==> config.mk <==
export PLATFORM = sky130hd
export DESIGN_NAME = scba_ctrl
export DESIGN_NICKNAME = d
export VERILOG_FILES = /design/src/rtl/scba_pkg.sv /design/src/rtl/scba_ctrl.sv
export SDC_FILE = /design/constraint.sdc
export NUM_CORES = 1
export LEC_CHECK = 0
export BUFFER_PORTS_ARGS = -buffer_cell sky130_fd_sc_hd__buf_2
export CAP_MARGIN = 20
export CORE_AREA = 2 2 39 41
export CTS_CLUSTER_DIAMETER = 60
export CTS_CLUSTER_SIZE = 25
export DETAILED_ROUTE_END_ITERATION = 8
export DIE_AREA = 0 0 41 43
export GPL_ROUTABILITY_DRIVEN = 0
export HOLD_SLACK_MARGIN = 0.12
export PLACE_DENSITY_LB_ADDON = 0.05
export SLEW_MARGIN = 15
export SYNTH_ARGS = -nofsm -noshare
export SYNTH_HDL_FRONTEND = slang
export SYNTH_SLANG_ARGS = --single-unit
==> constraint.sdc <==
create_clock -name clk -period 3.4 [get_ports clk]
set_input_delay 0.51 -clock clk [delete_from_list [all_inputs] [get_ports clk]]
set_output_delay 0.51 -clock clk [all_outputs]
set_load 0.01 [all_outputs]
==> src/rtl/scba_pkg.sv <==
// shared types, codes and default sizes for the size class block allocator
package scba_pkg;

  localparam int POOL_PAGES_DEF   = 64;
  localparam int PAGE_BYTES_DEF   = 4096;
  localparam int TOP_LEVEL_DEF    = 12;
  localparam int HEADER_BYTES_DEF = 16;

  localparam int ADDR_W = 18;
  localparam int REQ_W  = 13;
  localparam int CFG_W  = 7;
  localparam logic [CFG_W-1:0] PAGES_ENABLED_RST = 7'd64;

  localparam logic FUNC_ALLOC = 1'b0;
  localparam logic FUNC_FREE  = 1'b1;

  localparam logic [1:0] STAT_OK    = 2'd0;
  localparam logic [1:0] STAT_BIG   = 2'd1;
  localparam logic [1:0] STAT_EMPTY = 2'd2;
  localparam logic [1:0] STAT_BAD   = 2'd3;

  typedef struct packed {
    logic              func;
    logic [REQ_W-1:0]  req_size;
    logic [ADDR_W-1:0] free_addr;
  } req_t;

  typedef struct packed {
    logic [ADDR_W-1:0] block_addr;
    logic [1:0]        status;
  } rsp_t;

  typedef struct packed {
    logic              valid;
    logic [ADDR_W-1:0] addr;
  } link_t;

  typedef enum logic [2:0] {
    ST_CLEAR,
    ST_IDLE,
    ST_DECODE,
    ST_REFILL,
    ST_POP,
    ST_LINK,
    ST_FREE_PUSH,
    ST_FINISH
  } st_t;

  typedef struct packed {
    logic       clr_we;
    logic       latch;
    logic       take_tag_lvl;
    logic       refill_init;
    logic       refill_push;
    logic       pop_read;
    logic       pop_commit;
    logic       free_push;
    logic       res_set;
    logic [1:0] res_status;
    logic       rsp_load;
  } cmd_t;

  typedef struct packed {
    logic is_free;
    logic big;
    logic head_valid;
    logic pages_full;
    logic free_ok;
    logic refill_last;
    logic clr_last;
    logic rsp_busy;
  } stat_t;

endpackage

==> src/rtl/scba_ctrl.sv <==
// controller state machine for the size class block allocator
module scba_ctrl import scba_pkg::*; (
  input  logic  clk,
  input  logic  rst,
  input  logic  req_valid,
  output logic  req_stall,
  input  stat_t stat,
  output cmd_t  cmd
);

  st_t state, state_next;

  always_ff @(posedge clk) begin
    if (rst) begin
      state <= ST_CLEAR;
    end else begin
      state <= state_next;
    end
  end

  always_comb begin
    state_next = state;
    case (state)
      ST_CLEAR:     if (stat.clr_last) state_next = ST_IDLE;
      ST_IDLE:      if (req_valid) state_next = ST_DECODE;
      ST_DECODE: begin
        if (stat.is_free) begin
          state_next = stat.free_ok ? ST_FREE_PUSH : ST_FINISH;
        end else if (stat.big) begin
          state_next = ST_FINISH;
        end else if (stat.head_valid) begin
          state_next = ST_POP;
        end else if (stat.pages_full) begin
          state_next = ST_FINISH;
        end else begin
          state_next = ST_REFILL;
        end
      end
      ST_REFILL:    if (stat.refill_last) state_next = ST_POP;
      ST_POP:       state_next = ST_LINK;
      ST_LINK:      state_next = ST_FINISH;
      ST_FREE_PUSH: state_next = ST_FINISH;
      ST_FINISH:    if (!stat.rsp_busy) state_next = ST_IDLE;
      default:      state_next = ST_IDLE;
    endcase
  end

  always_comb begin
    cmd = '0;
    cmd.res_status = STAT_OK;
    req_stall = 1'b1;
    case (state)
      ST_CLEAR: cmd.clr_we = 1'b1;
      ST_IDLE: begin
        req_stall = 1'b0;
        cmd.latch = req_valid;
      end
      ST_DECODE: begin
        if (stat.is_free) begin
          if (stat.free_ok) begin
            cmd.take_tag_lvl = 1'b1;
          end else begin
            cmd.res_set = 1'b1;
            cmd.res_status = STAT_BAD;
          end
        end else if (stat.big) begin
          cmd.res_set = 1'b1;
          cmd.res_status = STAT_BIG;
        end else if (!stat.head_valid) begin
          if (stat.pages_full) begin
            cmd.res_set = 1'b1;
            cmd.res_status = STAT_EMPTY;
          end else begin
            cmd.refill_init = 1'b1;
          end
        end
      end
      ST_REFILL: cmd.refill_push = 1'b1;
      ST_POP:    cmd.pop_read = 1'b1;
      ST_LINK: begin
        cmd.pop_commit = 1'b1;
        cmd.res_set = 1'b1;
      end
      ST_FREE_PUSH: begin
        cmd.free_push = 1'b1;
        cmd.res_set = 1'b1;
      end
      ST_FINISH: cmd.rsp_load = !stat.rsp_busy;
      default: ;
    endcase
  end

endmodule

==> impl_metrics.json, run 1 <==
{
  "async_flop_share_pct": 0,
  "largest_reg_flops": 3,
  "drt_iter0_markers": 7,
  "avgRoutedWirePerCell_um": 11.4,
  "clockRootBuffer": "clkbuf_4",
  "hold_viol_final": 0,
  "cp-start-kind": "flop",
  "fin_nets": 84,
  "dieWidth_um": 41,
  "post-cts-setup-buffer-count": 0,
  "p_leak_nw": 0.241,
  "syn_nets": 59,
  "grt_max_degree": 17,
  "h-tree-depth": 1,
  "yosysTopAreaCellShare_pct": 16.8,
  "rsz0062_at_grt": "no",
  "setup_viol": 0,
  "setup_tns_ns": 0,
  "port-buffer-count": 23,
  "io_pins": 24,
  "core_area_um2": 1380,
  "viasPerCell": 5.03,
  "wl_mm": 1.00,
  "synth.area.top_cells": "dfxtp_1 17%, nor2_1 7.4%, nor2b_1 7.0%",
  "reg_top3": "state (3)",
  "syn_inst": 48,
  "clock_sinks": 3,
  "syn_avg_cell_area_um2": 7.43,
  "cp.required_ns": 2.89,
  "hold_path_class": "in2reg",
  "cts_hold_buf": 0,
  "dp_hpwl_um": 770,
  "clk_path_buf_depth": 2,
  "max_freq_mhz": 482,
  "die_height_um": 43,
  "status": "completed",
  "synth.largest_area_cell": "dfxtp_1",
  "cts_tree": "built",
  "initial_core_util_pct": 25.8,
  "ant_nets": 0,
  "top_register": "state",
  "synth_edf_count": 0,
  "period_needed_ns": 2.08,
  "grt_first_pass_wirelength_mm": 1.53,
  "fin_skew_ns": 0.00238,
  "drv_slew": 0,
  "critPathArrivalTime_ns": 1.57,
  "syn_area_um2": 357,
  "rows": 14,
  "finalCritPeriodShare_pct": 61.0,
  "path_max_fanout": 16,
  "grt-ovfl-total": 0,
  "cts.repair.resized": 0,
  "dieArea_um2": 1760,
  "p_per_area_nw_per_um2": 327,
  "drive_above_1_share_pct": 41.7,
  "cts.reportedPaths.clkPinSlew_ns": 0.04,
  "grt_usage_pct": 13.0,
  "fin_ws_ns": 1.32,
  "fillers": 158,
  "ys_seq_elements": 3,
  "synth_commonest_cells": "7 x nor2_1, 4 x nand2_1, 4 x nor2b_1",
  "cts_buffers": 3,
  "ys_warn_count": 0,
  "endpoint_kind": "output port",
  "firstDrtPassIters": 4,
  "yosysSeqAreaShare_pct": 16.8,
  "worst_pin_slew_ns": 0.493,
  "max-vdd-ir-drop_mv": 0.136,
  "critical_path_class": "reg2out",
  "area_growth_pct": 36.8,
  "clk_latency_ns": 0.25,
  "drc": 0,
  "dp_slack_ns": 1.44,
  "synth_ff_type": "dfxtp_1",
  "diodes": 0,
  "finish.utilization_pct": 35.3,
  "grt_antenna_before_repair": 0,
  "synth.distinct_cells": 27,
  "synth_most_common_cell": "nor2_1",
  "via_count": 443,
  "grt_pass1_vias": 373,
  "drv_cap": 0,
  "slew_headroom_pct": 67.1
}
## cell type report
class	count	area [µm²]	share of cell area [%]
clock buffers	4	26.3	5.38
inverters	3	11.3	2.31
repair buffers	23	115	23.6
well taps	16	20.0	4.10
flip-flops and latches	3	60.1	12.3
multi-input cells	39	255	52.3
## kinds of logic (layout without fill, tap and decap cells)
group | count (synthesis) | count (layout) | synth area share (%)
buffers and inverters | 6 | 30 | 11.6
flip-flops | 3 | 3 | 16.8
AO/OA/AOI/OAI | 11 | 11 | 28.1
AND/OR/NAND/NOR | 28 | 28 | 43.5
## where the power goes
group | total, mW | internal (mW) | leakage (nW) | switching (mW)
combinational | 0.0444 | 0.0215 | 0.202 | 0.0228
sequential | 0.0469 | 0.0380 | 0.0246 | 0.00886
clock | 0.0684 | 0.0443 | 0.0150 | 0.0240
## placed cells by master, fill, tap and decap left out, types with 2 or more instances in the layout
master / netlist / final
nor2_1: 7 / 7
nand2b_1: 3 / 3
nor3_1: 2 / 2
nor2b_1: 4 / 4
or3_1: 2 / 2
dfxtp_1: 3 / 3
buf_2: 0 / 23
nand2_1: 4 / 4
inv_1: 3 / 3
clkbuf_4: 0 / 3
## per-stage QoR
| stage | instances | instance area, µm² | hold slack [ns] | power (mW) |
|---|---|---|---|---|
| 6_report | 88 | 488 | 0.472 | 0.160 |
| 5_1_grt | 88 | 488 | 0.465 | 0.174 |
| 4_1_cts | 88 | 488 | 0.465 | 0.161 |
| 3_5_place_dp | 84 | 462 | 0.604 | 0.0917 |
| 3_3_place_gp | 84 | 462 | 0.624 | 0.0929 |
| 2_1_floorplan | 48 | 357 | 0.576 | 0.0760 |
## final timing paths
kind / start / to / slack [ns] / cells past startpoint
worst min register to register: state[1] / state[2] / 0.62 / 2
worst max register to register: state[0] / state[0] / 2.07 / 3
worst min-delay path: rst / state[0] / 0.47 / 2
worst max-delay path: state[0] / cmd[3] / 1.32 / 4
## worst max-delay path: stages (launching register included)
cell and delay (ns):
dfxtp_1 0.62, nor2b_1 0.12, o311a_1 0.14, or3_1 0.30
buf_2 0.14
## per-layer routing
layer / global-route usage (%) / part of all wire [%] / vias up
met4: 8.00 / 0 / 0
met1: 16.9 / 46 / 200
met5: 0 / 0 / -
met3: 5.24 / 8.7 / 0
li1: - / - / 223
met2: 17.2 / 45 / 20
Note: power is estimated with default switching activity, not from simulation.
==> inputs of run 2 (changes only) <==
--- a/config.mk
+++ b/config.mk
@@ -5,6 +5,7 @@
 export SDC_FILE = /design/constraint.sdc
 export NUM_CORES = 1
 export LEC_CHECK = 0
+export ABC_AREA = 1
 export BUFFER_PORTS_ARGS = -buffer_cell sky130_fd_sc_hd__buf_2
 export CAP_MARGIN = 20
 export CORE_AREA = 2 2 39 41
==> constraint.sdc (replaced) <==
create_clock -name clk -period 1.86 [get_ports clk]
set_input_delay 0.279 -clock clk [delete_from_list [all_inputs] [get_ports clk]]
set_output_delay 0.279 -clock clk [all_outputs]
set_load 0.01 [all_outputs]
==> run 2 against run 1 <==
  * Utilization is 1.4 points higher
  * Final cell count is 23% higher
  * Via count is 6.5% higher
  * Sequential share of layout area is 0.46 points lower
  * Highest routed layer is now met4
  * Area after synthesis is 3.2% higher
  * Largest power group is now combinational logic
  * Count of clock-buffer cells in the layout stayed put
  * Sequential power grew to 2.8 times the previous value
  * Global-route usage is 0.087 points lower
  * Flip-flop and latch count stayed put
  * Combinational power grew to 7.5 times the previous value
==> impl_metrics.json, run 2 <==
{
  "io_pins": 24,
  "port-buffer-count": 23,
  "final_common_cell": "buf_2",
  "synth_edf_count": 0,
  "place_inst": 104,
  "p_per_area_nw_per_um2": 1150,
  "top_register": "state",
  "syn_inst": 67,
  "syn_nets": 78,
  "diodes": 0,
  "hold_viol_final": 0,
  "drv_slew": 0,
  "cp-start-kind": "flop",
  "yosysTopAreaCellShare_pct": 16.3,
  "via_count": 472,
  "mostFrequentLayoutCells": "23 x buf_2, 16 x nand2_1, 11 x inv_1",
  "dieArea_um2": 1760,
  "wl_um": 972,
  "report.power.total_uw": 581,
  "endpoint_kind": "output port",
  "path_max_fanout": 8,
  "viasPerCell": 4.37,
  "synth.distinct_cells": 17,
  "dieWidth_um": 41,
  "core_area_um2": 1380,
  "synth_ff_type": "dfxtp_1",
  "dp_hpwl_um": 802,
  "rsz0062_at_grt": "no",
  "clockRootBuffer": "clkbuf_4",
  "worst_pin_slew_ns": 0.357,
  "post_dp_cell_area_um2": 480,
  "synth_commonest_cells": "16 x nand2_1, 11 x inv_1, 10 x nor2_1",
  "ys_seq_elements": 3,
  "drt_iter0_markers": 6,
  "fin_ws_ns": 0.221,
  "dp_slack_ns": 0.459,
  "cts_hold_buf": 0,
  "max_freq_mhz": 610,
  "slew_headroom_pct": 76.2,
  "cts_buffers": 3,
  "synth_most_common_cell": "nand2_1",
  "syn_area_um2": 368,
  "finish.utilization_pct": 36.6,
  "grt_first_pass_wirelength_mm": 1.50,
  "yosysSeqAreaShare_pct": 16.3,
  "period_needed_ns": 1.64,
  "hold_path_class": "in2reg",
  "ant_nets": 0,
  "power_frac_seq_pct": 22.3,
  "design_area_um2": 507,
  "hold_slack_ns": 0.229,
  "grt_pass1_vias": 353,
  "synth.largest_area_cell": "dfxtp_1",
  "largest_reg_flops": 3,
  "area_growth_pct": 37.8,
  "critPathArrivalTime_ns": 1.36,
  "cts.reportedPaths.clkPinSlew_ns": 0.04,
  "grt_antenna_before_repair": 0,
  "ys_warn_count": 0,
  "grt_max_degree": 9,
  "die_height_um": 43,
  "async_flop_share_pct": 0,
  "max-vdd-ir-drop_mv": 0.347,
  "setup_viol": 0,
  "reg_top3": "state (3)",
  "drc": 0,
  "drv_cap": 0,
  "critical_path_class": "reg2out",
  "clk_path_buf_depth": 2,
  "initial_core_util_pct": 26.6,
  "cts_tree": "built",
  "p_sw_share_pct": 49.1,
  "final_cells": 108,
  "p_sw_uw": 285,
  "fin_nets": 104,
  "synth.area.top_cells": "dfxtp_1 16%, nand2_1 16%, inv_1 11%",
  "drive_above_1_share_pct": 40.2,
  "setup_tns_ns": 0,
  "p_comb_share_pct": 57.1,
  "clock_sinks": 3,
  "intPower_uw": 296,
  "post-cts-setup-buffer-count": 0,
  "firstDrtPassIters": 4,
  "p_clk_share_pct": 20.6,
  "syn_avg_cell_area_um2": 5.49,
  "status": "completed",
  "p_leak_nw": 0.315,
  "rows": 14,
  "grt-ovfl-total": 0,
  "h-tree-depth": 1,
  "cts.repair.resized": 0,
  "fin_skew_ns": 0.000710,
  "clk_latency_ns": 0.24,
  "avgRoutedWirePerCell_um": 9.00,
  "grt_usage_pct": 12.9,
  "finalCritPeriodShare_pct": 88.1,
  "cp.required_ns": 1.58
}
-- run 2: logic make-up after synthesis --
family | synth area share, %
flops | 16.3
compound gates | 11.2
simple gates | 49.7
buf+inv | 20.4
xor+xnor | 2.38
-- run 2: routing by layer --
layer  routed length [µm]  global-route usage, %  vias up
met2                  424                   16.9       20
li1                     -                      -      255
met4                   12                   8.00        0
met5                    0                      0        -
met3                   85                   4.71        3
met1                  450                   17.3      194
-- run 2: cell type report --
| class | instances | area (µm²) |
|---|---|---|
| well taps | 16 | 20.0 |
| repair buffers | 23 | 115 |
| multi-input cells | 48 | 233 |
| flip-flops and latches | 3 | 60.1 |
| fillers | 164 | 877 |
| inverters | 14 | 52.6 |
| clock buffers | 4 | 26.3 |
-- run 2: worst paths after layout --
| path | start | endpoint | slack, ns | depth (start not counted) |
|---|---|---|---|---|
| hold / removal | rst | state[1] | 0.23 | 2 |
| setup reg to reg | state[2] | state[1] | 0.61 | 6 |
| setup / recovery | state[1] | cmd[3] | 0.22 | 7 |
| hold reg to reg | state[1] | state[1] | 0.60 | 2 |
-- run 2: critical path, cell delays in order (launching register included) --
cell and delay (ns):
dfxtp_1 0.45, nand2_1 0.10, nor2_2 0.12, nand2_1 0.09
inv_2 0.07, nand2_1 0.06, o2111ai_1 0.07, buf_2 0.15
-- run 2: power by group through the flow --
stage               Clock, mW  Combinational, mW  Sequential (mW)
finish                  0.120              0.332            0.130
global route            0.125              0.377            0.135
CTS                     0.122              0.339            0.130
detailed placement          0              0.337            0.130
global placement            0              0.342            0.132
floorplan                   0              0.285            0.102
==> inputs of run 3 (changes only) <==
--- a/config.mk
+++ b/config.mk
@@ -5,7 +5,6 @@
 export SDC_FILE = /design/constraint.sdc
 export NUM_CORES = 1
 export LEC_CHECK = 0
-export ABC_AREA = 1
 export BUFFER_PORTS_ARGS = -buffer_cell sky130_fd_sc_hd__buf_2
 export CAP_MARGIN = 20
 export CORE_AREA = 2 2 39 41
==> run 3 against run 2 <==
  * Clock power is essentially flat
  * Fmax grew 1.6%
  * Utilization shrank 0.18 points
  * Wire length shrank 2.1%
  * Critical endpoint is now cmd[1]
  * Largest power group is now clock
==> impl_metrics.json, run 3 (synthesized netlist as in run 1, its figures left out) <==
{
  "grt_first_pass_wirelength_mm": 1.44,
  "max_freq_mhz": 620,
  "hold_path_class": "in2reg",
  "reg_top3": "state (3)",
  "drc": 0,
  "hold_viol_final": 0,
  "path_cells": "nor2b_1 -> nand2b_1 -> nor3b_1 -> buf_2",
  "p_leak_nw": 0.252,
  "cp.required_ns": 1.58,
  "grt_usage_pct": 12.0,
  "drv_slew": 0,
  "top_register": "state",
  "setup_tns_ns": 0,
  "critical_path_class": "reg2out",
  "cts_tree": "built",
  "grt-ovfl-total": 0,
  "endpoint_kind": "output port",
  "finish.utilization_pct": 36.4,
  "cp_slowest_stage_delay_ns": 0.40,
  "core_area_um2": 1380,
  "largest_reg_flops": 3,
  "grt_max_degree": 13,
  "drv_cap": 0,
  "h-tree-depth": 1,
  "cp-start-kind": "flop",
  "post_dp_cell_area_um2": 477,
  "fin_skew_ns": 0.00494,
  "die_height_um": 43,
  "io_pins": 24,
  "clockRootBuffer": "clkbuf_4",
  "dp_hpwl_um": 773,
  "critPathArrivalTime_ns": 1.33,
  "drive_above_1_share_pct": 44.6,
  "setup_viol": 0,
  "avgRoutedWirePerCell_um": 10.6,
  "design_area_um2": 504,
  "period_needed_ns": 1.61,
  "post-cts-setup-buffer-count": 0,
  "cts_hold_buf": 0,
  "diodes": 0,
  "fin_ws_ns": 0.246,
  "grt_antenna_before_repair": 0,
  "hold_slack_ns": 0.249,
  "dieWidth_um": 41,
  "cts_buffers": 3,
  "wl_um": 952,
  "final_common_cell": "buf_2",
  "max-vdd-ir-drop_mv": 0.305,
  "viasPerCell": 4.80,
  "rows": 14,
  "dp_slack_ns": 0.355,
  "clk_path_buf_depth": 2,
  "clock_sinks": 3,
  "worst_pin_slew_ns": 0.317,
  "finalCritPeriodShare_pct": 86.7,
  "clk_latency_ns": 0.24,
  "grt_pass1_vias": 339,
  "critPathSlowestCell": "dfxtp_2",
  "drt_iter0_markers": 5,
  "p_per_area_nw_per_um2": 577,
  "r2r_setup_slack_ns": 0.64,
  "ant_nets": 0,
  "status": "completed",
  "firstDrtPassIters": 3,
  "fin_nets": 86,
  "cts.reportedPaths.clkPinSlew_ns": 0.04,
  "mostFrequentLayoutCells": "23 x buf_2, 7 x nor2_1, 4 x nand2_1, 4 x nor2b_1",
  "slew_headroom_pct": 78.6,
  "rsz0062_at_grt": "no",
  "via_count": 432,
  "initial_core_util_pct": 25.8,
  "critPathTopFamily": "simple AND/OR/NAND/NOR gates",
  "area_growth_pct": 41.4,
  "path_max_fanout": 9,
  "dieArea_um2": 1760,
  "port-buffer-count": 23,
  "crit_buf_inv": 1
}
run 3: metrics by stage:
stage	cells	power [mW]
floorplan	48	0.139
global placement	86	0.177
detailed placement	86	0.174
CTS	90	0.297
global route	90	0.322
finish	90	0.291
run 3: final timing paths:
kind / from / end / cells past startpoint
worst max register to register: state[0] / state[0] / 4
worst min-delay path: rst / state[0] / 2
worst min register to register: state[2] / state[2] / 2
worst max-delay path: state[1] / cmd[1] / 4
run 3: where the power goes:
group	internal [mW]	leakage, nW	switching, mW
Sequential	0.0699	0.0250	0.00831
Clock	0.0806	0.0150	0.0378
Combinational	0.0447	0.212	0.0496
Total	0.195	0.252	0.0958
run 3: repair_timing:
item	in CTS	in global routing
gates resized for setup	0	1
hold endpoints to repair	0	0
endpoints found under the setup margin	0	1
run 3: cell type report:
| cell class | instances | area [µm²] |
|---|---|---|
| clock buffers | 4 | 26.3 |
| fillers | 170 | 880 |
| inverters | 3 | 11.3 |
| multi-input cells | 39 | 255 |
| flip-flops and latches | 3 | 61.3 |
| well taps | 16 | 20.0 |
| repair buffers | 25 | 130 |
run 3: per-layer routing:
metal	part of all wire (%)	GRT usage, %	up-vias
li1	-	-	227
met1	46	18.2	186
met2	42	15.0	19
met3	11	4.71	0
met4	0	4.00	0
met5	0	0	-
